<file path="config.mk">
export PLATFORM = sky130hd
export DESIGN_NAME = multi_press_motor_direction_control_unit
export DESIGN_NICKNAME = d
export VERILOG_FILES = /design/src/mpmd_pkg.sv /design/src/mpmd_in_reg.sv /design/src/mpmd_core.sv /design/src/mpmd_out_reg.sv /design/src/multi_press_motor_direction_control_unit.sv
export SDC_FILE = /design/constraint.sdc
export NUM_CORES = 1
export LEC_CHECK = 0
export ABC_AREA = 1
export ABC_CLOCK_PERIOD_IN_PS = 3800
export BUFFER_PORTS_ARGS = -buffer_cell sky130_fd_sc_hd__buf_2
export CAP_MARGIN = 20
export CORE_ASPECT_RATIO = 1.5
export CORE_MARGIN = 2
export CORE_UTILIZATION = 40
export CTS_CLUSTER_DIAMETER = 200
export DETAILED_ROUTE_END_ITERATION = 16
export PLACE_DENSITY = 0.57
export SLEW_MARGIN = 20
export SYNTH_ARGS = -nofsm -noshare
export SYNTH_HDL_FRONTEND = slang
export SYNTH_SLANG_ARGS = --single-unit
</file>
<file path="constraint.sdc">
create_clock -name clock -period 3.8 [get_ports clock]
set_input_delay 0.19 -clock clock [delete_from_list [all_inputs] [get_ports clock]]
set_output_delay 0.19 -clock clock [all_outputs]
set_load 0.1 [all_outputs]
</file>
<file path="src/mpmd_pkg.sv">
// mpmd_pkg: shared types, constants and register codes for the motor direction control unit
// no dependencies; imported by every module under src

package mpmd_pkg;

   // elapsed counter width, default for the top level parameter
   localparam int ELAPSED_WIDTH_DEF = 11;

   // configuration register widths and port shape
   localparam int DEBOUNCE_W  = 10;
   localparam int TIMEOUT_W   = 11;
   localparam int CSR_DATA_W  = 11;
   localparam int CSR_INDEX_W = 1;

   // register indexes
   localparam logic [CSR_INDEX_W-1:0] CSR_DEBOUNCE = 1'd0;
   localparam logic [CSR_INDEX_W-1:0] CSR_TIMEOUT  = 1'd1;

   // register reset values
   localparam logic [DEBOUNCE_W-1:0] DEBOUNCE_RESET = 10'd50;
   localparam logic [TIMEOUT_W-1:0]  TIMEOUT_RESET  = 11'd500;

   // press tally
   localparam int               TALLY_W     = 4;
   localparam logic [TALLY_W-1:0] TALLY_MAX   = 4'd15;
   localparam logic [TALLY_W-1:0] CLICKS_FWD  = 4'd2;
   localparam logic [TALLY_W-1:0] CLICKS_BACK = 4'd3;

   typedef enum logic [1:0] {
      MODE_STOP = 2'd0,
      MODE_FWD  = 2'd1,
      MODE_BACK = 2'd2
   } mode_type;

   // one result beat
   typedef struct packed {
      logic               motor1_fwd_pin;
      logic               motor1_rev_pin;
      logic               motor2_fwd_pin;
      logic               motor2_rev_pin;
      logic [1:0]         drive_mode;
      logic               debounced_level;
      logic [TALLY_W-1:0] presses_pending;
   } result_type;

   // handshake status passed from the input register to the core and result register
   typedef struct packed {
      logic advance;   // input register hands its beat on this cycle
   } flow_type;

endpackage

</file>
<file path="src/mpmd_in_reg.sv">
// mpmd_in_reg: input register holding one button sample beat
// depends on mpmd_pkg (flow_type)

module mpmd_in_reg (
   input  logic               clock,
   input  logic               reset,
   input  logic               req_valid,
   output logic               req_ready,
   input  logic               req_button_raw,
   input  logic               out_free,
   output mpmd_pkg::flow_type flow,
   output logic               raw
);
   import mpmd_pkg::*;

   logic valid_ff;
   logic valid_in;
   logic raw_ff;
   logic raw_in;
   logic take;

   always_comb begin
      flow.advance = valid_ff && out_free;
      req_ready    = !valid_ff || flow.advance;
      take         = req_valid && req_ready;
      valid_in     = take || (valid_ff && !flow.advance);
      raw_in       = take ? req_button_raw : raw_ff;
   end

   always_ff @(posedge clock) begin
      if (reset) begin
         valid_ff <= 1'b0;
      end else begin
         valid_ff <= valid_in;
      end
      raw_ff <= raw_in;
   end

   assign raw = raw_ff;

endmodule

</file>
<file path="src/mpmd_core.sv">
// mpmd_core: configuration registers, debounce and press state, next-state logic
// depends on mpmd_pkg (widths, codes, mode_type, result_type)

module mpmd_core #(
   parameter int ELAPSED_WIDTH = mpmd_pkg::ELAPSED_WIDTH_DEF
) (
   input  logic                               clock,
   input  logic                               reset,
   input  logic                               csr_write_enable,
   input  logic [mpmd_pkg::CSR_INDEX_W-1:0]   csr_index,
   input  logic [mpmd_pkg::CSR_DATA_W-1:0]    csr_write_data,
   input  logic                               step,
   input  logic                               raw,
   output mpmd_pkg::result_type               result
);
   import mpmd_pkg::*;

   localparam int CMP_W = (ELAPSED_WIDTH > TIMEOUT_W) ? ELAPSED_WIDTH : TIMEOUT_W;
   localparam logic [ELAPSED_WIDTH-1:0] ELAPSED_MAX = '1;

   logic [DEBOUNCE_W-1:0]    debounce_ff;
   logic [TIMEOUT_W-1:0]     timeout_ff;
   logic                     prev_ff;
   logic                     stable_ff;
   logic                     stable_in;
   logic [ELAPSED_WIDTH-1:0] elapsed_ff;
   logic [ELAPSED_WIDTH-1:0] elapsed_run;
   logic [ELAPSED_WIDTH-1:0] elapsed_in;
   logic [TALLY_W-1:0]       tally_ff;
   logic [TALLY_W-1:0]       tally_pressed;
   logic [TALLY_W-1:0]       tally_in;
   mode_type                 motion_ff;
   mode_type                 motion_rel;
   mode_type                 motion_in;
   logic                     debounce_hit;
   logic                     timeout_hit;

   // configuration writes
   always_ff @(posedge clock) begin
      if (reset) begin
         debounce_ff <= DEBOUNCE_RESET;
         timeout_ff  <= TIMEOUT_RESET;
      end else if (csr_write_enable) begin
         unique case (csr_index)
            CSR_DEBOUNCE: debounce_ff <= csr_write_data[DEBOUNCE_W-1:0];
            CSR_TIMEOUT:  timeout_ff  <= csr_write_data[TIMEOUT_W-1:0];
            default: ;
         endcase
      end
   end

   // elapsed counter, debounce and press judgement
   always_comb begin
      if (raw != prev_ff) begin
         elapsed_run = '0;
      end else if (elapsed_ff != ELAPSED_MAX) begin
         elapsed_run = elapsed_ff + 1'b1;
      end else begin
         elapsed_run = elapsed_ff;
      end

      debounce_hit = (CMP_W'(elapsed_run) > CMP_W'(debounce_ff)) && (raw != stable_ff);

      stable_in     = stable_ff;
      elapsed_in    = elapsed_run;
      tally_pressed = tally_ff;
      motion_rel    = motion_ff;
      if (debounce_hit) begin
         stable_in = raw;
         if (!raw) begin
            if (tally_ff != TALLY_MAX) begin
               tally_pressed = tally_ff + 1'b1;
            end
            elapsed_in = '0;
         end else begin
            motion_rel = MODE_STOP;
         end
      end

      timeout_hit = CMP_W'(elapsed_in) > CMP_W'(timeout_ff);

      tally_in  = tally_pressed;
      motion_in = motion_rel;
      if (timeout_hit) begin
         if (motion_rel == MODE_STOP) begin
            if (tally_pressed == CLICKS_FWD) begin
               motion_in = MODE_FWD;
            end else if (tally_pressed == CLICKS_BACK) begin
               motion_in = MODE_BACK;
            end
         end
         tally_in = '0;
      end

      // both bridges driven alike
      result.motor1_fwd_pin  = (motion_in == MODE_FWD);
      result.motor1_rev_pin  = (motion_in == MODE_BACK);
      result.motor2_fwd_pin  = (motion_in == MODE_FWD);
      result.motor2_rev_pin  = (motion_in == MODE_BACK);
      result.drive_mode      = motion_in;
      result.debounced_level = stable_in;
      result.presses_pending = tally_in;
   end

   always_ff @(posedge clock) begin
      if (reset) begin
         prev_ff    <= 1'b0;
         stable_ff  <= 1'b0;
         elapsed_ff <= '0;
         tally_ff   <= '0;
         motion_ff  <= MODE_STOP;
      end else if (step) begin
         prev_ff    <= raw;
         stable_ff  <= stable_in;
         elapsed_ff <= elapsed_in;
         tally_ff   <= tally_in;
         motion_ff  <= motion_in;
      end
   end

   // drive starts only from a judged tally of two or three
   a_start_from_tally : assert property (@(posedge clock) disable iff (reset)
      (step && motion_ff == MODE_STOP && motion_in != MODE_STOP)
         |-> (tally_ff == CLICKS_FWD || tally_ff == CLICKS_BACK))
      else $error("drive started without a valid press tally");

   // a running drive never switches direction directly
   a_no_reversal : assert property (@(posedge clock) disable iff (reset)
      (step && motion_ff != MODE_STOP && motion_in != MODE_STOP)
         |-> (motion_in == motion_ff))
      else $error("drive changed direction without stopping");

   // the stable level only moves on a sample equal to the previous one
   a_stable_needs_hold : assert property (@(posedge clock) disable iff (reset)
      (step && stable_in != stable_ff) |-> (raw == prev_ff))
      else $error("stable level changed on a raw edge");

   // tally only steps up by one or clears
   a_tally_step : assert property (@(posedge clock) disable iff (reset)
      (step && tally_in != tally_ff)
         |-> (tally_in == '0 || tally_in == tally_ff + 1'b1))
      else $error("press tally moved by more than one");

endmodule

</file>
<file path="src/mpmd_out_reg.sv">
// mpmd_out_reg: result register for the motor pin beat
// depends on mpmd_pkg (result_type)

module mpmd_out_reg (
   input  logic                 clock,
   input  logic                 reset,
   input  logic                 load,
   input  mpmd_pkg::result_type result,
   output logic                 free,
   output logic                 rsp_valid,
   input  logic                 rsp_ready,
   output logic                 rsp_motor1_fwd_pin,
   output logic                 rsp_motor1_rev_pin,
   output logic                 rsp_motor2_fwd_pin,
   output logic                 rsp_motor2_rev_pin,
   output logic [1:0]           rsp_drive_mode,
   output logic                 rsp_debounced_level,
   output logic [mpmd_pkg::TALLY_W-1:0] rsp_presses_pending
);
   import mpmd_pkg::*;

   logic       valid_ff;
   logic       valid_in;
   result_type data_ff;
   result_type data_in;

   always_comb begin
      free     = !valid_ff || rsp_ready;
      valid_in = load || (valid_ff && !rsp_ready);
      data_in  = load ? result : data_ff;
   end

   always_ff @(posedge clock) begin
      if (reset) begin
         valid_ff <= 1'b0;
      end else begin
         valid_ff <= valid_in;
      end
      data_ff <= data_in;
   end

   assign rsp_valid           = valid_ff;
   assign rsp_motor1_fwd_pin  = data_ff.motor1_fwd_pin;
   assign rsp_motor1_rev_pin  = data_ff.motor1_rev_pin;
   assign rsp_motor2_fwd_pin  = data_ff.motor2_fwd_pin;
   assign rsp_motor2_rev_pin  = data_ff.motor2_rev_pin;
   assign rsp_drive_mode      = data_ff.drive_mode;
   assign rsp_debounced_level = data_ff.debounced_level;
   assign rsp_presses_pending = data_ff.presses_pending;

endmodule

</file>
<file path="src/multi_press_motor_direction_control_unit.sv">
// multi_press_motor_direction_control_unit: top level of the debounced multi-press motor control
// depends on mpmd_pkg, mpmd_in_reg, mpmd_core, mpmd_out_reg
//
//  channel | direction | handshake          | beat contents
//  req_    | in        | req_valid/ready    | button_raw, one sample per tick
//  rsp_    | out       | rsp_valid/ready    | four bridge pins, drive_mode, level, tally
//  csr_    | in        | csr_write_enable   | register index and write data, no read-back
//
// one result beat per request beat, one beat per cycle sustained while rsp_ready stays high
// a beat passes the input register, then the state update into the result register
// the state update is a single pass of compares and counter steps, no iteration
// reset (synchronous, active high) empties both registers and restores register defaults
// a stalled result holds the result register; the input register still takes one more beat

module multi_press_motor_direction_control_unit #(
   parameter int ELAPSED_WIDTH = mpmd_pkg::ELAPSED_WIDTH_DEF
) (
   input  logic                             clock,
   input  logic                             reset,
   // request channel
   input  logic                             req_valid,
   output logic                             req_ready,
   input  logic                             req_button_raw,
   // result channel
   output logic                             rsp_valid,
   input  logic                             rsp_ready,
   output logic                             rsp_motor1_fwd_pin,
   output logic                             rsp_motor1_rev_pin,
   output logic                             rsp_motor2_fwd_pin,
   output logic                             rsp_motor2_rev_pin,
   output logic [1:0]                       rsp_drive_mode,
   output logic                             rsp_debounced_level,
   output logic [mpmd_pkg::TALLY_W-1:0]     rsp_presses_pending,
   // configuration port
   input  logic                             csr_write_enable,
   input  logic [mpmd_pkg::CSR_INDEX_W-1:0] csr_index,
   input  logic [mpmd_pkg::CSR_DATA_W-1:0]  csr_write_data
);
   import mpmd_pkg::*;

   flow_type   flow;      // advance status between the two registers
   logic       out_free;  // result register can accept a beat
   logic       raw;       // registered button sample
   result_type result;    // next-state view of the beat being processed

   // input register: skid point so a new sample lands while the result waits
   mpmd_in_reg u_in_reg (
      .clock          (clock),
      .reset          (reset),
      .req_valid      (req_valid),
      .req_ready      (req_ready),
      .req_button_raw (req_button_raw),
      .out_free       (out_free),
      .flow           (flow),
      .raw            (raw)
   );

   // state commits only when the beat moves into the result register
   mpmd_core #(
      .ELAPSED_WIDTH (ELAPSED_WIDTH)
   ) u_core (
      .clock            (clock),
      .reset            (reset),
      .csr_write_enable (csr_write_enable),
      .csr_index        (csr_index),
      .csr_write_data   (csr_write_data),
      .step             (flow.advance),
      .raw              (raw),
      .result           (result)
   );

   // result register drives the bridge pins and status
   mpmd_out_reg u_out_reg (
      .clock               (clock),
      .reset               (reset),
      .load                (flow.advance),
      .result              (result),
      .free                (out_free),
      .rsp_valid           (rsp_valid),
      .rsp_ready           (rsp_ready),
      .rsp_motor1_fwd_pin  (rsp_motor1_fwd_pin),
      .rsp_motor1_rev_pin  (rsp_motor1_rev_pin),
      .rsp_motor2_fwd_pin  (rsp_motor2_fwd_pin),
      .rsp_motor2_rev_pin  (rsp_motor2_rev_pin),
      .rsp_drive_mode      (rsp_drive_mode),
      .rsp_debounced_level (rsp_debounced_level),
      .rsp_presses_pending (rsp_presses_pending)
   );

endmodule
</file>
==> Word level (Yosys, flattened, before mapping) <==
Cells that the tools add are included.
W data, S select, Z words.
{ "totals": {"ff_bits": 52, "out_inout_bits": 13, "input_bits": 18, "word_cells": 59} }
{ "classes": {"bitwise_logic": 1, "eq_ne": 8, "order_cmp": 2, "n_reduce_logical": 16, "add_sub_neg": 2, "muxes": 15} }
{ "op_table": {"columns": ["cell", "count"], "rows": [
  ["$mux W11", 4],
  ["$mux W4", 4],
  ["$mux W2", 6],
  ["$add A11 B1 Y11 const B", 1],
  ["$gt A11 B10 Y1", 1],
  ["$gt A11 B11 Y1", 1],
  ["$ne A11 B11 Y1 const B", 1],
  ["$eq A4 B2 Y1 const B", 2],
  ["$logic_and A1 B1 Y1", 5],
  ["$add A4 B1 Y4 const B", 1],
  ["$logic_not A1 Y1", 4],
  ["$logic_or A1 B1 Y1", 4],
  ["$ne A4 B4 Y1 const B", 1],
  ["$reduce_and A2 Y1", 2],
  ["$eq A2 B1 Y1 const B", 1],
  ["$eq A2 B2 Y1 const B", 1],
  ["$logic_not A2 Y1", 1],
  ["$ne A1 B1 Y1", 2],
  ["$mux W1", 1],
  ["$not A1 Y1", 1]
]} }

==> Longest topological paths before layout <==
{ "depth": {"word_depth": 12, "ltp_mapped": 36, "mapped_depth_nobuf": 36} }

==> Modules after synthesis <==
From an unflattened synthesis, not the netlist that was laid out.
{ "unflattened": {"hier_cells": 426, "area_unflattened_um2": 3151.8} }
{ "by_module_without_submodules": {"columns": ["mod", "cells_each", "seq_area_each_um2", "instances", "area_each_um2"], "rows": [
  ["mpmd_core", 401, 800.8, 1, 2693.8],
  ["mpmd_out_reg", 16, 350.3, 1, 372.9],
  ["mpmd_in_reg", 9, 50.0, 1, 85.1]
]} }

==> Worst setup path before layout <==
OpenSTA, ideal clock, no wires.
{ "synth_timing": {"kind": "flip-flop to flip-flop", "from": "reg u_core.elapsed_ff[0]", "to": "reg u_out_reg.data_ff (netlist bit u_out_reg.rsp_motor1_fwd_pin) (data pin)", "n_path_buf": 0, "arrival_time_ps": 3567, "synth_period_minus_slack_ps": 3826, "setup_time_ps": 259, "stages_incl_launch_ff": 32, "required_time_ps": 3541, "slack_ps": -26, "cell_sequence": "dfxtp_1 ha_1 nand2_2 nor2_4 nand4_4 nor2_2 o21ai_0 inv_1 ha_1 nand2_1 inv_1 nand2_1 nor2_1 nand2_1 nand3_1 nand2_1 nand2_8 nand2_4 clkinv_4 nand2_4 inv_4 nor2_1 ha_1 nand2_1 nor4_1 nand3_1 nand2_1 inv_1 nand3_1 nor2_2 nand2_1 a21oi_1"} }
{ "synth_lines": {"columns": ["element", "line_no", "rtl"], "rows": [
  ["start, declared", "mpmd_core.sv:26", "logic [ELAPSED_WIDTH-1:0] elapsed_ff;"],
  ["start signal, assigned", "mpmd_core.sv:115", "elapsed_ff <= elapsed_in;"],
  ["end signal, assigned", "mpmd_out_reg.sv:39", "data_ff <= data_in;"],
  ["end, declared", "mpmd_out_reg.sv:24", "result_type data_ff;"]
]} }

==> impl_metrics.tcl <==
set metrics [dict create \
    run_status "finished, violations left" \
    failed_checks "negative setup slack" \
    cts-buffers-inserted 5 \
    start_util_pct 40.7 \
    hold_ws_ns 0.0787 \
    r2r_start "u_core.elapsed_ff[1]" \
    master_of_the_slowest_instance_on_the_critical_path "dfxtp_4" \
    cells_after_synth 406 \
    placed_area_mm2 0.00359 \
    routedWlPerCell_um 14.9 \
    grt_overflow_total 0 \
    ys.flop_type "dfxtp_1" \
    worstHoldPathCells 1 \
    cp_top_family "simple AND/OR/NAND/NOR gates" \
    synth-seq-cells 52 \
    clock-sinks 52 \
    ctsHoldBuffers 0 \
    grt_first_pass_wirelength_um 13600 \
    flow.area_growth_from_synthesis_pct 49.8 \
    worst_hold_path.endpoint "u_in_reg.raw" \
    finalSetupViolCount 14 \
    multi_input_comb_area_mm2 0.00212 \
    filler_cell_count 656 \
    synth_mux_area_share_pct 0 \
    drt_first_iter_violations 152 \
    r2r_slack_ns -0.39 \
    clock_path_buffers 2 \
    critical-path-max-stage-delay_ns 0.39 \
    critPathLaunchType "flop" \
    numPortBuffers 30 \
    vdd_ir_drop_max_uv 216 \
    totalWireLength_um 9080 \
    max_cap_violations 0 \
    timing_max_transition_violations_final 0 \
    timing.hold.worst.start "req_button_raw" \
    floorplan.die_area_mm2 0.00837 \
    setup-tns-final_ns -3.15 \
    min_path_type "in -> reg" \
    synth_area_mm2 0.00306 \
    power.density_cell_area_mw_per_mm2 325 \
    critical_path.n_buffers_inverters 5 \
    grt_setup_unrepaired "yes" \
    cp_data_required_time_ns 3.85 \
    syn_area_per_cell_um2 7.53 \
    synth.area.top_cells "dfxtp_1 28%, edfxtp_1 9.8%, ha_1 9.4%" \
    routabilityCongestion 0.886 \
    number_of_antenna_violations_at_the_first_check_in_global_routing 0 \
    report.final.hold_viol_count 0 \
    clock_skew_ns 0.00403 \
    tritoncts "yes" \
    synth_edf_count 10 \
    worst_skew_pair.late_latency_ns 0.29 \
    r2r.worst_path.cells 34 \
    synth_top_cell_area_share_pct 27.5 \
    fin_crit_ns 4.19 \
    hpwlAfterDp_um 5730 \
    cts_htree_levels 2 \
    postRouteAntennaNets 0 \
    final_design_area_no_fill_mm2 0.00458 \
    sequential_cell_area_mm2 0.00115 \
    insertedDiodeCount 0 \
    via_per_inst 5.04 \
    clkSlewWorstSetupHoldPaths_ns 0.06 \
    critical_path.reg2reg.endpoint "u_out_reg.rsp_motor1_rev_pin" \
    core_region_area_mm2 0.00751 \
    post_route_cells_drive_above_1_share_pct 44.8 \
    die_x_um 75.4 \
    grt_pass1_vias 3027 \
    synth.largest_area_cell "dfxtp_1" \
    post-route-period-util_pct 110 \
    yosys.cell_types.count 39 \
    synth-compound-area-share_pct 16.3 \
    power.static_leakage_nw 2.13 \
    synthAdderAreaFrac_pct 9.42 \
    row_count 39 \
    p_total_mw 1.49 \
    highest_achievable_clock_rate_mhz 238 \
    main_combinational_cell_family_by_area_after_synthesis "simple AND/OR/NAND/NOR gates" \
    timing.slew.headroom_pct 37.3 \
    synth_async_sr_flop_share_pct 0 \
    drt_drc_violations_left 0 \
    timing.critical_path.to_type "flop" \
    pin_count_of_the_biggest_net_entering_global_routing 36 \
    sequential_element_share_of_the_synthesized_area_pct 37.3 \
    postSynthNetCount 447 \
    crit_path_dat_ns 4.24 \
    critical_path.most_common_cell "nand2_2" \
    chipHeight_um 111 \
    share_of_synthesized_cell_area_in_and_or_nand_and_nor_gates_pct 24.0 \
    floorplan.io_pins 31 \
    crit_type "reg -> reg" \
    vias 3072 \
    max_slew.worst_pin.slew_ns 0.939 \
    detail_route.first_pass.iterations 4 \
    timing.final.ws_setup_ns -0.395 \
    final_net_count 548 \
    groute.usage.overall_pct 21.2 \
    crit_path_max_fanout 6 \
    clockRootBuffer "clkbuf_16" \
    synth_area_in_xor_xnor_pct 1.97 \
    yosys_warnings 0 \
]
-- Yosys cell counts, types with 5 or more instances --
library cell,count
nand2_1,74
clkbuf_1,8
nand2_2,5
o211ai_1,9
inv_1,66
dfxtp_1,42
a21oi_1,40
edfxtp_1,10
nand3_1,18
nor2_1,30
ha_1,23
o21ai_0,36
-- sequential cells by signal, indices dropped and copies added, names as in the netlist --
signal and cells:
u_core.elapsed_ff 11, u_out_reg.rsp_motor1_rev_pin 1, u_core.tally_ff 4, u_out_reg.rsp_valid 1, u_out_reg.rsp_drive_mode 2, u_core.motion_ff 2
u_core.stable_ff 1, u_in_reg.valid_ff 1, u_in_reg.raw 1, u_core.debounce_ff 10, u_out_reg.rsp_presses_pending 4, u_core.prev_ff 1
u_out_reg.rsp_motor1_fwd_pin 1, u_core.timeout_ff 11, u_out_reg.rsp_debounced_level 1
-- where the power goes --
group          internal (mW)  switching [mW]  leakage (nW)
clock                  0.241           0.191        0.0640
sequential             0.599          0.0191         0.444
combinational          0.168           0.266          1.62
total                   1.01           0.477          2.13
-- routing by layer --
layer / part of all wire, % / vias up / global-route usage [%]
met5: 0 / - / 0
met4: 5.4 / 0 / 13.1
met3: 3.1 / 35 / 3.00
met2: 56 / 78 / 38.6
met1: 36 / 1440 / 21.1
li1: - / 1519 / -
-- through the flow --
stage | instances | util, % | setup WS, ns
final | 609 | 60.9 | -0.395
after global routing | 609 | 60.9 | -0.634
after CTS | 598 | 56.4 | -0.176
after detailed placement | 566 | 47.8 | -0.527
after global placement | 566 | 47.8 | -0.494
after floorplan | 406 | - | 0.0101
-- layout make-up --
cell class	count	area share (%)
multi-input combinational	271	46.3
tap	102	2.79
sequential	52	25.1
clock buffer	7	2.90
inverter	71	6.37
timing repair buffer	106	16.5
-- placed cells by master (no fill, tap or decap), types with 3 or more instances in the layout --
master     instances
nand2_2           23
nand3_1           13
ha_1               9
buf_4             69
a21oi_1           29
buf_2             30
nand3_2            5
nor2_1            21
clkbuf_16          5
nor2_4            12
o21ai_0           29
edfxtp_1          10
nor2_2             3
nand2_1           49
inv_1             55
a21oi_2            9
nand2_4           10
buf_6              6
dfxtp_2            4
ha_4              14
o21ai_1            4
xor2_1             3
inv_2             11
dfxtp_1           37
o211ai_1           9
-- worst max-delay path by stage --
| stage | to | from | depth (start not counted) | slack [ns] |
|---|---|---|---|---|
| 2_1_floorplan | u_out_reg.rsp_motor1_fwd_pin | u_core.elapsed_ff[0] | 29 | 0.01 |
| 3_3_place_gp | u_core.tally_ff[1] | u_core.elapsed_ff[1] | 31 | -0.49 |
| 3_5_place_dp | u_out_reg.rsp_drive_mode[0] | u_core.elapsed_ff[1] | 32 | -0.53 |
| 4_1_cts | u_out_reg.rsp_motor1_fwd_pin | u_core.elapsed_ff[1] | 33 | -0.18 |
| 5_1_grt | u_out_reg.rsp_motor1_rev_pin | u_core.elapsed_ff[1] | 35 | -0.63 |
| 6_report | u_out_reg.rsp_motor1_rev_pin | u_core.elapsed_ff[1] | 34 | -0.39 |
-- kinds of logic after synthesis --
| kind of cell | count (synthesis) |
|---|---|
| AOI/OAI and AO/OA | 91 |
| xor gates and xnor gates | 6 |
| adders and majority gates | 23 |
| buffers and inverters | 83 |
| DFF | 52 |
| and+or+nand+nor | 151 |
-- timing repair --
action,in CTS,in global routing
endpoints found under the setup margin,14,14
resized for setup,73,63
cloned,0,0
setup buffers,26,12
pin swaps,28,32
Power figures use the tool's default switching activity.
